===== config.mk =====
export PLATFORM = sky130hd
export DESIGN_NAME = gpc_front
export DESIGN_NICKNAME = d
export VERILOG_FILES = /design/src/rtl/grid_path_counter_with_obstacles_macros.svh /design/src/rtl/gpc_pkg.sv /design/src/rtl/gpc_front.sv
export SDC_FILE = /design/constraint.sdc
export NUM_CORES = 1
export LEC_CHECK = 0
export ABC_AREA = 1
export BUFFER_PORTS_ARGS = -buffer_cell sky130_fd_sc_hd__clkbuf_2
export CORE_MARGIN = 10
export CORE_UTILIZATION = 50
export CTS_BUF_LIST = sky130_fd_sc_hd__clkbuf_16
export DETAILED_ROUTE_END_ITERATION = 12
export PLACE_DENSITY = 0.76
export SLEW_MARGIN = 20
export SYNTH_ARGS = -nofsm -noshare
export SYNTH_HDL_FRONTEND = slang
export SYNTH_SLANG_ARGS = --single-unit

===== constraint.sdc =====
create_clock -name clock -period 2.9 [get_ports clock]
set_input_delay 0.58 -clock clock [delete_from_list [all_inputs] [get_ports clock]]
set_output_delay 0.58 -clock clock [all_outputs]
set_load 0.01 [all_outputs]

===== src/rtl/grid_path_counter_with_obstacles_macros.svh =====
// Assertion macros used by the grid path counter back end.
`ifndef GRID_PATH_COUNTER_WITH_OBSTACLES_MACROS_SVH
`define GRID_PATH_COUNTER_WITH_OBSTACLES_MACROS_SVH

// Check a property on every rising clock edge outside reset.
`define GPC_ASSERT(label, prop, msg) \
   label: assert property (@(posedge clock) disable iff (reset) prop) else $error(msg);

// Check a property on every rising clock edge, reset included.
`define GPC_ASSERT_ALWAYS(label, prop, msg) \
   label: assert property (@(posedge clock) prop) else $error(msg);

`endif


===== src/rtl/gpc_pkg.sv =====
// Shared types and constants of the grid path counter.
package gpc_pkg;

   localparam int COUNT_W     = 30;
   localparam int ROWS_W      = 16;
   localparam int COLS_CFG_W  = 11;
   localparam int CSR_INDEX_W = 2;
   localparam int CSR_DATA_W  = 16;

   localparam logic [COUNT_W-1:0] PATH_MOD = 30'd1000000007;

   // Configuration register indexes
   localparam logic [CSR_INDEX_W-1:0] REG_GRID_ROWS = 2'd0;
   localparam logic [CSR_INDEX_W-1:0] REG_GRID_COLS = 2'd1;

   // Position class of one cell, handed from the front end to the back end
   typedef struct packed {
      logic blocked;
      logic first_row;
      logic first_col;
      logic last_col;
      logic last_cell;
   } cell_flags_type;

endpackage


===== src/rtl/gpc_front.sv =====
// Front end: takes cell transactions, tracks the grid position and tags each cell.
module gpc_front #(
   parameter int MAX_COLS = 1024
) (
   input  logic                                clock,
   input  logic                                reset,
   input  logic                                csr_wr_en,
   input  logic [gpc_pkg::CSR_INDEX_W-1:0]     csr_index,
   input  logic [gpc_pkg::CSR_DATA_W-1:0]      csr_wr_data,
   input  logic                                req_valid,
   output logic                                req_ready,
   input  logic                                req_blocked,
   output logic                                cmd_valid,
   input  logic                                cmd_ready,
   output gpc_pkg::cell_flags_type             cmd_flags,
   output logic [$clog2(MAX_COLS)-1:0]         cmd_col
);

   import gpc_pkg::*;

   localparam int COL_W = $clog2(MAX_COLS);
   localparam int CMP_W = (COL_W + 1 > COLS_CFG_W) ? COL_W + 1 : COLS_CFG_W;

   logic [ROWS_W-1:0]     grid_rows_ff, grid_rows_in;
   logic [COLS_CFG_W-1:0] grid_cols_ff, grid_cols_in;
   logic [ROWS_W-1:0]     row_ff, row_in;
   logic [COL_W-1:0]      col_ff, col_in;
   logic [CMP_W-1:0]      cols_ext, cols_lim;
   logic [COL_W-1:0]      col_last;
   logic [ROWS_W-1:0]     row_last;
   logic                  at_last_col, at_last_row, accept;

   // Clamp the column count to 1..MAX_COLS and the row count to at least 1
   always_comb begin
      cols_ext = CMP_W'(grid_cols_ff);
      if (cols_ext == '0) begin
         cols_lim = CMP_W'(1);
      end else if (cols_ext > CMP_W'(MAX_COLS)) begin
         cols_lim = CMP_W'(MAX_COLS);
      end else begin
         cols_lim = cols_ext;
      end
      col_last = COL_W'(cols_lim - CMP_W'(1));
      row_last = (grid_rows_ff == '0) ? '0 : grid_rows_ff - 1'b1;
   end

   assign at_last_col = (col_ff == col_last);
   assign at_last_row = (row_ff == row_last);
   assign req_ready   = cmd_ready;
   assign cmd_valid   = req_valid;
   assign accept      = req_valid && cmd_ready;

   assign cmd_col             = col_ff;
   assign cmd_flags.blocked   = req_blocked;
   assign cmd_flags.first_row = (row_ff == '0);
   assign cmd_flags.first_col = (col_ff == '0);
   assign cmd_flags.last_col  = at_last_col;
   assign cmd_flags.last_cell = at_last_col && at_last_row;

   always_comb begin
      grid_rows_in = grid_rows_ff;
      grid_cols_in = grid_cols_ff;
      row_in       = row_ff;
      col_in       = col_ff;
      if (csr_wr_en) begin
         unique case (csr_index)
            REG_GRID_ROWS: begin
               grid_rows_in = csr_wr_data;
               row_in       = '0;
               col_in       = '0;
            end
            REG_GRID_COLS: begin
               grid_cols_in = csr_wr_data[COLS_CFG_W-1:0];
               row_in       = '0;
               col_in       = '0;
            end
            default: begin
            end
         endcase
      end else if (accept) begin
         if (at_last_col) begin
            col_in = '0;
            row_in = at_last_row ? '0 : row_ff + 1'b1;
         end else begin
            col_in = col_ff + 1'b1;
         end
      end
   end

   always_ff @(posedge clock) begin
      if (reset) begin
         grid_rows_ff <= ROWS_W'(3);
         grid_cols_ff <= COLS_CFG_W'(3);
         row_ff       <= '0;
         col_ff       <= '0;
      end else begin
         grid_rows_ff <= grid_rows_in;
         grid_cols_ff <= grid_cols_in;
         row_ff       <= row_in;
         col_ff       <= col_in;
      end
   end

endmodule


==> run metrics <==
status finished, violations left; failing checks negative setup slack; Critical Path AT ~2.4 ns; GRT Util Overall between 10% and 20%; EDFF count, synth 0; Worst Path Max Fanout 7; top-level I/O count roughly 40; RSZ-0062 raised after global routing yes; post-route ant nets 0; maximum vdd drop ~0.29 mV; CTS Sinks 53; #FFs+latches synth 53; GPL Wtd Cong a little over 0.9; # nets final 712; crit start category register; Die W ~110 microns; Slew headroom between 50 and 60%; Vias/cell between 5 and 6; Fin Setup TNS -0.178 ns; Top FF cell, synth dfxtp_1; pwr dens about 450 mW/mm^2; DRT Pass-1 Iters 5; Worst Setup Slack, final -0.112 ns; # Max-Cap Violations 0; clk_lat worst skew just under 0.3 ns; Die Ht approximately 110 microns; DP Area 0.00424 sq mm; library cells used by synthesis 38; initial antenna violation count 0; Critical Path RT roughly 2.3 ns; first-pass GRT wire length roughly 18 mm; Leak approximately 0.0020 uW; total grt overflow 0; async set or reset register ratio after synthesis 0%; design area between 0.004 and 0.005 sq mm; Layout Skew 0.00866 ns; largest net degree at the start of global routing 27; Seq/Total Area, Yosys 27.0%; layout cell share with drive strength beyond 1 between 15 and 20%; CTS clk-pin slew, worst paths 0.07 ns; worst slew pin tran a little over 0.6 ns; Final Hold Viols 0; area of the mapped netlist 0.00393 sq mm; Placed Instances 769; end of the critical path cmd_flags[0]; multi-input logic area 0.00256 sq mm; DRT Wirelength about 11 mm; CP Class register to output port; Area growth syn-to-layout 17.0%; FP Rows 32; Detail Placement HPWL 8.31 mm; Clock Path Buffers 2; synthesized area per cell between 6 and 7 sq um; worst r2r dst row_ff[9]; htree depth 2; worst hold slack ~0.51 ns; CTS root buf clkbuf_16; Setup violations, final 2; Final Non-Filler Cells slightly below 800; Die Area ~0.012 sq mm; final max-slew violation count 0; core box area approximately 0.0077 sq mm; storage element area about 0.0011 sq mm; vias in the first global route between 3,000 and 4,000; Reg2Reg Setup Slack approximately 0.28 ns; reg-to-reg startpoint grid_rows_ff[2]; DR DRC count 0; Cells after Synth between 600 and 700; final worst-path cycle share 104%; ant diodes 0; CTS tree built; CP Capture Type output port; Synth Warn # 0; via count ~4,200; total CTS buffers 5; Tmin final around 3 ns; starting density of the core roughly half; Hold WC Path Type register to register; Worst Setup SP cols_ext[0]; syn_nets 661; Port Buf Inserts 38; Filler cells 724; Max Fclk between 300 and 400 MHz; wire per inst between 10 and 15 microns; drt first-iter violations between 200 and 300; Worst Reg-to-Reg Cells 14
-- layout make-up --
type,instances,share of cell area (%)
sequential,53,23.3
inverter,67,5.47
clock inverter,3,1.41
timing repair buffer,65,8.63
tap,102,2.78
multi-input combinational,490,55.6
clock buffer,5,2.72
-- worst max-delay path: stages, from the launching register on --
cell and delay (ns):
dfxtp_2 0.34, nor2_4 0.14, nand3_4 0.10, o21ai_4 0.23
nand2_2 0.11, ha_4 0.26, xnor2_2 0.13, nor2_2 0.15
o21a_1 0.13, nand3_1 0.06, nor2_1 0.10, nand4_1 0.15
nor2_1 0.11, buf_2 0.14
-- timing repair --
action | 4_1_cts | 5_1_grt
setup endpoints to repair | 2 | 2
buffers inserted | 6 | 2
hold buffers | 0 | 0
pin swaps | 12 | 13
gates resized for setup | 12 | 20
-- routing by layer --
| metal | global-route usage (%) | part of all wire [%] | wire, microns |
|---|---|---|---|
| met5 | 0 | 0 | 0 |
| met4 | 3.48 | 0.62 | 69 |
| met3 | 2.65 | 6.8 | 753 |
| met2 | 30.1 | 47 | 5190 |
| met1 | 25.1 | 46 | 5110 |
-- where the power goes --
| group | switching, uW | total [uW] | internal (uW) |
|---|---|---|---|
| clock | 271 | 765 | 493 |
| combinational | 303 | 491 | 188 |
| sequential | 47.7 | 813 | 765 |
| total | 622 | 2070 | 1450 |
-- registers in the layout (all words and copies together) (netlist names) --
| name | count |
|---|---|
| cmd_col | 10 |
| cols_ext | 11 |
| row_ff | 16 |
| grid_rows_ff | 16 |
-- placed cells by master (no fill, tap or decap), drive strengths merged --
| cell type | Yosys | final |
|---|---|---|
| a21oi | 47 | 47 |
| and2 | 2 | 2 |
| buf | 14 | 29 |
| bufinv | 0 | 2 |
| clkbuf | 7 | 41 |
| clkinv | 3 | 4 |
| dfxtp | 53 | 53 |
| ha | 6 | 6 |
| inv | 64 | 64 |
| nand2 | 166 | 166 |
| nand2b | 1 | 1 |
| nand3 | 69 | 69 |
| nand3b | 13 | 13 |
| nand4 | 15 | 15 |
| nor2 | 89 | 89 |
| nor3 | 12 | 12 |
| nor3b | 2 | 2 |
| nor4 | 3 | 3 |
| o211ai | 3 | 3 |
| o21a | 1 | 1 |
| o21ai | 29 | 29 |
| o41ai | 1 | 1 |
| xnor2 | 2 | 2 |
| xor2 | 29 | 29 |
-- Yosys cell counts (7+ instances only) --
cell type  instances  share of area (%)
nand2_1          157                 15
nor2_1            82                7.8
nand3_1           66                8.4
inv_1             63                6.0
dfxtp_1           53                 27
a21oi_1           46                5.9
xor2_1            29                6.5
o21ai_0           26                3.3
nand4_1           15                2.4
nand3b_1          13                2.5
nor3_1            12                1.5
clkbuf_1           7               0.67
-- metrics by stage --
step | power [uW] | utilization (%) | setup slack (ns)
floorplan | 1180 | - | 0.173
global placement | 1280 | 55.2 | 0.131
detailed placement | 1290 | 55.2 | 0.0542
CTS | 2060 | 58.8 | -0.151
global route | 2170 | 59.8 | -0.295
finish | 2070 | 59.8 | -0.112
-- cell families (layout without fill, tap and decap cells) --
| logic type | Yosys count | after routing | share of synthesized area, % |
|---|---|---|---|
| buf+inv | 88 | 140 | 10.1 |
| simple gates | 372 | 372 | 43.0 |
| compound gates | 81 | 81 | 11.1 |
| flops | 53 | 53 | 27.0 |
| fa+ha+maj | 6 | 6 | 1.91 |
| xor+xnor | 31 | 31 | 6.91 |
-- how the worst min path moves through the flow --
stage,startpoint,endpoint,cells past startpoint
after floorplan,cols_ext[9],cols_ext[9],2
after global placement,cols_ext[9],cols_ext[9],2
after detailed placement,cols_ext[4],cols_ext[4],2
after CTS,cols_ext[9],cols_ext[9],2
after global routing,csr_wr_data[1],cols_ext[1],3
final,cmd_col[8],cmd_col[8],2
(Power assumes the default switching activity.)
