## src/rtl/grid_path_counter_with_obstacles_macros.svh

```systemverilog
// Assertion macros used by the grid path counter back end.
`ifndef GRID_PATH_COUNTER_WITH_OBSTACLES_MACROS_SVH
`define GRID_PATH_COUNTER_WITH_OBSTACLES_MACROS_SVH

// Check a property on every rising clock edge outside reset.
`define GPC_ASSERT(label, prop, msg) \
   label: assert property (@(posedge clock) disable iff (reset) prop) else $error(msg);

// Check a property on every rising clock edge, reset included.
`define GPC_ASSERT_ALWAYS(label, prop, msg) \
   label: assert property (@(posedge clock) prop) else $error(msg);

`endif

```

## src/rtl/gpc_queue.sv

```systemverilog
// Short first-in first-out queue between the front end and the back end.
module gpc_queue #(
   parameter int WIDTH = 15,
   parameter int DEPTH = 2
) (
   input  logic             clock,
   input  logic             reset,
   input  logic             wr_valid,
   output logic             wr_ready,
   input  logic [WIDTH-1:0] wr_data,
   output logic             rd_valid,
   input  logic             rd_ready,
   output logic [WIDTH-1:0] rd_data
);

   localparam int PTR_W = $clog2(DEPTH);
   localparam int CNT_W = $clog2(DEPTH + 1);

   logic [WIDTH-1:0] mem_ff [DEPTH];
   logic [PTR_W-1:0] wr_ptr_ff, wr_ptr_in;
   logic [PTR_W-1:0] rd_ptr_ff, rd_ptr_in;
   logic [CNT_W-1:0] count_ff, count_in;
   logic             push, pop;

   assign wr_ready = (count_ff != CNT_W'(DEPTH));
   assign rd_valid = (count_ff != '0);
   assign rd_data  = mem_ff[rd_ptr_ff];
   assign push     = wr_valid && wr_ready;
   assign pop      = rd_valid && rd_ready;

   always_comb begin
      wr_ptr_in = wr_ptr_ff;
      rd_ptr_in = rd_ptr_ff;
      count_in  = count_ff;
      if (push) begin
         wr_ptr_in = (wr_ptr_ff == PTR_W'(DEPTH - 1)) ? '0 : wr_ptr_ff + 1'b1;
      end
      if (pop) begin
         rd_ptr_in = (rd_ptr_ff == PTR_W'(DEPTH - 1)) ? '0 : rd_ptr_ff + 1'b1;
      end
      if (push && !pop) begin
         count_in = count_ff + 1'b1;
      end else if (pop && !push) begin
         count_in = count_ff - 1'b1;
      end
   end

   always_ff @(posedge clock) begin
      if (reset) begin
         wr_ptr_ff <= '0;
         rd_ptr_ff <= '0;
         count_ff  <= '0;
      end else begin
         wr_ptr_ff <= wr_ptr_in;
         rd_ptr_ff <= rd_ptr_in;
         count_ff  <= count_in;
      end
   end

   always_ff @(posedge clock) begin
      if (push) begin
         mem_ff[wr_ptr_ff] <= wr_data;
      end
   end

endmodule

```

## config.mk

```make
export PLATFORM = sky130hd
export DESIGN_NAME = gpc_queue
export DESIGN_NICKNAME = d
export VERILOG_FILES = /design/src/rtl/grid_path_counter_with_obstacles_macros.svh /design/src/rtl/gpc_queue.sv
export SDC_FILE = /design/constraint.sdc
export NUM_CORES = 1
export LEC_CHECK = 0
export BUFFER_PORTS_ARGS = -buffer_cell sky130_fd_sc_hd__buf_2
export CAP_MARGIN = 20
export CORE_ASPECT_RATIO = 1.2
export CORE_MARGIN = 4
export CORE_UTILIZATION = 51
export CTS_CLUSTER_SIZE = 30
export DETAILED_ROUTE_END_ITERATION = 8
export GPL_ROUTABILITY_DRIVEN = 1
export GPL_TIMING_DRIVEN = 0
export PLACE_DENSITY = 0.78
export RECOVER_POWER = 50
export SETUP_SLACK_MARGIN = 0.1
export SYNTH_ARGS = -nofsm -noshare
export SYNTH_HDL_FRONTEND = slang
export SYNTH_SLANG_ARGS = --single-unit
```

## constraint.sdc

```tcl
create_clock -name clock -period 2.55 [get_ports clock]
set_input_delay 0.6375 -clock clock [delete_from_list [all_inputs] [get_ports clock]]
set_output_delay 0.6375 -clock clock [all_outputs]
set_load 0.005 [all_outputs]
```

==> results of run 1 <==
## flip-flops by register name (all words and copies together) (netlist names), named ones only
name       flops
mem_ff        30
count_ff       2
wr_ptr_ff      1
rd_ptr_ff      1
## cell families (layout without fill, tap and decap cells)
kind of cell | count (synthesis) | after routing | synth area share
AO/OA/AOI/OAI | 5 | 5 | 0.0229
XOR/XNOR | 3 | 3 | 0.0200
adder cells (fa/ha/maj) | 1 | 1 | 0.00953
buffers and inverters | 3 | 46 | 0.0124
flip-flops | 35 | 35 | 0.763
multiplexers | 15 | 15 | 0.129
AND/OR/NAND/NOR | 9 | 9 | 0.0439
## worst max-delay path: stages (launching register included)
cell and delay [ns]:
dfxtp_1 0.31, buf_2 0.18, buf_4 0.21, mux2_2 0.35, buf_2 0.13
## stage by stage
stage,utilization,std cells,hold WS (ns),total power (µW)
6_report,0.657,145,0.496,1410
5_1_grt,0.657,145,0.477,1510
4_1_cts,0.663,145,0.484,1440
3_5_place_dp,0.642,137,0.520,1180
3_3_place_gp,0.642,137,0.486,1160
2_1_floorplan,-,71,0.472,1020
## per-layer routing
layer	vias to the layer above	routed length, µm	part of all wire	GRT usage
met4	0	55	0.027	0.0841
met1	345	692	0.33	0.114
met2	25	1160	0.56	0.257
met3	7	163	0.079	0.0519
met5	-	0	0	0
li1	348	-	-	-
## layout by cell type, fill, tap and decap left out, drive strengths merged, types with 2 or more instances in the layout
cell type,n
a21oi,2
nor2,3
dfxtp,5
o21ai,2
clkbuf,13
edfxtp,30
buf,31
mux2,15
xor2,3
## layout make-up
class / instances / share of cell area
sequential: 35 / 0.641
multi-input combinational: 33 / 0.184
timing repair buffer: 35 / 0.107
clock buffer: 7 / 0.0288
tap: 31 / 0.0248
buffer: 2 / 0.00801
clock inverter: 1 / 0.00321
inverter: 1 / 0.00240
## final timing paths
check | start | endpoint | slack, ns | depth (start not counted)
setup / recovery | flip-flop | rd_data[5] | 0.41 | 4
hold / removal | wr_data[3] | mem_ff[1][3] | 0.50 | 1
setup reg to reg | count_ff[0] | count_ff[1] | 0.89 | 5
hold reg to reg | count_ff[1] | count_ff[1] | 0.53 | 2
## report_power, final
group	switching, µW	internal (µW)
logic	184	205
registers	33.6	721
clock network	157	107
total	375	1030
==> flow_summary.ini, run 1 <==
[timing]
setup_slack_of_the_critical_path_after_layout_ns = 0.408
max-slew-margin-rel = 0.531
grt_setup_unrepaired = false
finalCritPeriodShare = 0.840
final-max-slew-violation-count = 0
finalSetupTns_ns = 0
worst_clock_skew_ns = 0.00828
post-route-min-period_ns = 2.14
finalSetupViolations = 0
timing.final.hold_violations = 0
worst_slew_pin_slew_ns = 0.704
fmaxAchievable_ghz = 0.467

[layout]
drive_above_1_share = 0.474
multiInputGateArea_um2 = 288
fillCellCount = 198
number_of_antenna_repair_diodes = 0
finish.instance_area_mm2 = 0.00156
sequential_cell_area_mm2 = 0.00100
nets = 133
layout-area-overhead-vs-synth_pct = 19.0

[logic_synthesis]
synth-async-reset-ratio = 0
netlist_top_cells_area = edfxtp_1 69%, mux2_2 13%, dfxtp_1 7.6%
synth_nets = 91
ys_seq_area_frac = 0.763
number_of_instances_in_the_synthesized_netlist = 71
synthFlopType = edfxtp_1
synth.distinct_cells = 18
avgSynthCellArea_um2 = 18.5
synth.top_cell.area_share = 0.686
number_of_enable_type_register_cells_in_the_synthesized_netlist = 30
mappedNetlistArea_mm2 = 0.00131
post-synth-top-area-cell = edfxtp_1
post-synth-top-count-cell = edfxtp_1
yosys_warns = 0
yosys_register_bits = 35
synth_top_cells_by_count = 30 x edfxtp_1, 15 x mux2_2, 5 x dfxtp_1, 3 x nor2_1, 3 x xor2_1

[floorplan]
starting_density_of_the_core = 0.552
die_area_mm2 = 0.00345
die_x_um = 54.3
design.portCount = 36
die_height_um = 63.6
rows = 19
floorplan.core_area_mm2 = 0.00238

[grt]
largest_net_degree_at_the_start_of_global_routing = 16
grt_pass1_vias = 784
antenna_violations_before_repair = 0
first_pass_grt_wire_length_mm = 3.30
global_route.usage.total = 0.140
grt-ovfl-total = 0

[routing]
routed_wl_mm = 2.07
drt_pass1_iterations = 4
via_count = 725
routed_wire_length_per_instance_um = 14.2
routed_via_density = 5.00
drcViolationCount = 0
drt_first_iter_violations = 17
postRouteAntennaNets = 0

[clock_tree]
cts_made_buffers = 5
post_cts_resized = 0
post_cts_setup_repair_bufs = 0
holdBufCountCts = 0
cts_tree = yes
clk_root_buffer_cell = clkbuf_4
cts.path.max_buffers = 2
h_tree_depth = 2
clk_latency_worst_skew_pair_ns = 0.32
clkSinkCount = 35
clkTransAtPathRegs_ns = 0.09

[pwr]
cell_leakage_power_uw = 0.000598
max-vdd-ir-drop_mv = 0.645
pwrdens_mw_per_mm2 = 902

[setup_path]
worst-endpoint-required_ns = 1.91
worst-endpoint-arrival_ns = 1.50
timing.critical_path.from_type = flip-flop
critical_path.max_fanout = 10
criticalPathCategory = reg2out
crit_path_end_kind = primary output

[placed_design]
io_buffer_count = 35
routabilityCongestion = 0.695
place_area_mm2 = 0.00153
preCtsSetupSlack_ns = 0.741
detailed_place_hpwl_mm = 1.51

[worst_hold_path]
worstHoldPathType = in2reg

[run_status]
run_status = finished clean

[job]
drv_cap = 0
Power figures use the tool's default switching activity.
==> inputs of run 2 (changes only) <==
--- a/config.mk
+++ b/config.mk
@@ -5,16 +5,17 @@
 export SDC_FILE = /design/constraint.sdc
 export NUM_CORES = 1
 export LEC_CHECK = 0
+export ABC_AREA = 1
 export BUFFER_PORTS_ARGS = -buffer_cell sky130_fd_sc_hd__buf_2
 export CAP_MARGIN = 20
 export CORE_ASPECT_RATIO = 1.2
 export CORE_MARGIN = 4
-export CORE_UTILIZATION = 51
+export CORE_UTILIZATION = 46
 export CTS_CLUSTER_SIZE = 30
 export DETAILED_ROUTE_END_ITERATION = 8
 export GPL_ROUTABILITY_DRIVEN = 1
 export GPL_TIMING_DRIVEN = 0
-export PLACE_DENSITY = 0.78
+export PLACE_DENSITY = 0.74
 export RECOVER_POWER = 50
 export SETUP_SLACK_MARGIN = 0.1
 export SYNTH_ARGS = -nofsm -noshare
==> constraint.sdc (replaced) <==
create_clock -name clock -period 1.9 [get_ports clock]
set_input_delay 0.475 -clock clock [delete_from_list [all_inputs] [get_ports clock]]
set_output_delay 0.475 -clock clock [all_outputs]
set_load 0.005 [all_outputs]
==> run 2 against run 1 <==
Effect of this change: sequential power grew 35%; clock power rose by 39%; power grew 48%; synthesized cell count is 18% higher; largest cell class unchanged; highest routed layer unchanged.
==> flow_summary.ini, run 2 <==
[grt]
first_pass_grt_wire_length_mm = 3.28
antenna_violations_before_repair = 0
grt_pass1_vias = 756
largest_net_degree_at_the_start_of_global_routing = 11
grt-ovfl-total = 0
global_route.usage.total = 0.120

[worst_hold_path]
whs_path_depth = 1
worst_hold_path.endpoint = mem_ff[1][7]
hold_path.startpoint = wr_data[7]
worstHoldPathType = in2reg

[floorplan]
design.portCount = 36
die_x_um = 58
rows = 21
starting_density_of_the_core = 0.486
floorplan.core_area_mm2 = 0.00284
die_height_um = 68
die_area_mm2 = 0.00394

[setup_path]
path_delay_family = buffers and inverters
critical_path.cell_chain = buf_8 -> clkbuf_16 -> mux2_4 -> buf_6
critical_path.max_fanout = 7
criticalPathCategory = reg2out
rr_worst_depth = 5
worstReg2RegEnd = mem_ff[1][4]
crit_path_end_kind = primary output
crit_slowest_cell = dfxtp_2
cp_num_buf_inv = 3
timing.critical_path.from_type = flip-flop
timing.critical_path.slowest_cell_delay_ns = 0.34
r2r-start = count_ff[0]
worst-r2r-setup-slack_ns = 0.27
worst-endpoint-arrival_ns = 1.37
worst-endpoint-required_ns = 1.42

[logic_synthesis]
post-synth-top-area-cell = edfxtp_1
number_of_enable_type_register_cells_in_the_synthesized_netlist = 30
number_of_instances_in_the_synthesized_netlist = 84
synthFlopType = edfxtp_1
synth-async-reset-ratio = 0
synth_nets = 104
post-synth-top-count-cell = edfxtp_1
synth_top_cells_by_count = 30 x edfxtp_1, 10 x mux2_4, 8 x inv_1, 8 x nand2_1, 7 x nor2_1
ys_seq_area_frac = 0.725
yosys_warns = 0
synth.distinct_cells = 15
synth.top_cell.area_share = 0.653
mappedNetlistArea_mm2 = 0.00138
netlist_top_cells_area = edfxtp_1 65%, mux2_4 11%, dfxtp_1 7.3%
yosys_register_bits = 35
avgSynthCellArea_um2 = 16.4

[routing]
routed_via_density = 4.80
routed_wire_length_per_instance_um = 13.0
via_count = 788
drt_first_iter_violations = 17
drt_pass1_iterations = 2
postRouteAntennaNets = 0
met3WireLength_um = 212
maxUsedRoutingLayer = met4
wl_met1_um = 762
drcViolationCount = 0
route.met2.wl_mm = 1.10
routed_wl_mm = 2.14

[timing]
finalCritPeriodShare = 0.970
finalSetupViolations = 0
worst_slew_pin_slew_ns = 0.590
timing.final.hold_violations = 0
worst_clock_skew_ns = 0.00781
post-route-min-period_ns = 1.84
fmaxAchievable_ghz = 0.543
max-slew-margin-rel = 0.605
grt_setup_unrepaired = true
final-max-slew-violation-count = 0
hold_ws_ns = 0.322

[layout]
fillCellCount = 214
largest_register_ff_count = 30
nets = 149
top_register = mem_ff
drive_above_1_share = 0.438
number_of_antenna_repair_diodes = 0
final_common_cell = edfxtp_1
layout-area-overhead-vs-synth_pct = 26.0
reg_top3 = mem_ff x30, count_ff x2
mostFrequentLayoutCells = 30 x edfxtp_1, 21 x buf_2, 10 x mux2_4, 9 x nand2_1, 9 x buf_6
final_core_util = 0.613

[job]
drv_cap = 0

[placed_design]
detailed_place_hpwl_mm = 1.59
io_buffer_count = 35
routabilityCongestion = 0.654

[clock_tree]
cts_made_buffers = 5
h_tree_depth = 2
post_cts_setup_repair_bufs = 0
clk_latency_worst_skew_pair_ns = 0.33
clkTransAtPathRegs_ns = 0.10
cts_tree = yes
clk_root_buffer_cell = clkbuf_4
holdBufCountCts = 0
cts.path.max_buffers = 2
clkSinkCount = 35

[pwr]
max-vdd-ir-drop_mv = 0.734
pwrdens_mw_per_mm2 = 1200
cell_leakage_power_uw = 0.000707

[run_status]
run_status = finished clean
[run 2: cell count changes after synthesis, sizes merged]
cell	before	now
nand2	0	9
inv	1	8
nor2	3	7
xor2	3	0
nand3	0	2
a21bo	1	0
and2	1	0
and3	1	0
nand2b	1	0
nand3b	1	0
nand4	0	1
or2	1	0
or3	1	0
[run 2: logic make-up (layout without fill, tap and decap cells)]
family | count (synthesis) | count (layout) | share of synthesized area
muxes | 15 | 15 | 0.150
and+or+nand+nor | 19 | 19 | 0.0571
buffers and inverters | 10 | 56 | 0.0444
AOI/OAI and AO/OA | 4 | 4 | 0.0145
adders and majority gates | 1 | 1 | 0.00906
DFF | 35 | 35 | 0.725
[run 2: repair_timing]
item	4_1_cts	5_1_grt
gates cloned	0	1
endpoints found under the hold margin	0	0
endpoints found under the setup margin	16	10
gates resized for setup	1	10
[run 2: cell type report]
class	count	area (µm²)	area share
Tap cell	34	42.5	0.0245
Multi-Input combinational cell	39	318	0.183
Inverter	8	30.0	0.0173
Sequential cell	35	1000	0.576
Clock buffer	7	45.0	0.0259
Clock inverter	1	5.00	0.00288
Timing Repair Buffer	38	262	0.150
Buffer	2	35.0	0.0201
[run 2: how the worst max path moves through the flow]
| stage | to | cells past startpoint | from |
|---|---|---|---|
| after detailed placement | mem_ff[0][2] | 4 | wr_valid |
| final | rd_data[7] | 4 | flip-flop |
| after global placement | mem_ff[0][0] | 3 | wr_valid |
| after floorplan | mem_ff[1][0] | 4 | count_ff[0] |
| after CTS | rd_data[5] | 4 | flip-flop |
| after global routing | rd_data[4] | 4 | flip-flop |
[run 2: worst register-to-register path, delay by kind of cell, from the launching register on]
family                 cells  cell delay, ns
buffers and inverters      2            0.31
DFF                        1            0.37
and+or+nand+nor            3            0.65
[run 2: stage by stage]
| stage | cells | area, µm² | TNS (ns) | total power [µW] | worst slack, ns |
|---|---|---|---|---|---|
| 2_1_floorplan | 84 | 1380 | 0 | 1430 | 0.284 |
| 3_3_place_gp | 153 | 1600 | -2.93 | 1610 | -0.103 |
| 3_5_place_dp | 155 | 1620 | 0 | 1650 | 0.0392 |
| 4_1_cts | 163 | 1670 | 0 | 2020 | 0.0136 |
| 5_1_grt | 164 | 1740 | 0 | 2220 | 0.00419 |
| 6_report | 164 | 1740 | 0 | 2090 | 0.0579 |
[run 2: power by group]
group,total [µW],internal [µW],switching [µW]
combinational,701,395,305
sequential,1020,977,45.7
clock,368,144,224
total,2090,1520,575
[run 2: metal layers]
layer,vias to the layer above,track usage
met4,0,0.0928
met3,10,0.0642
met2,29,0.201
li1,390,-
met1,359,0.109
met5,-,0
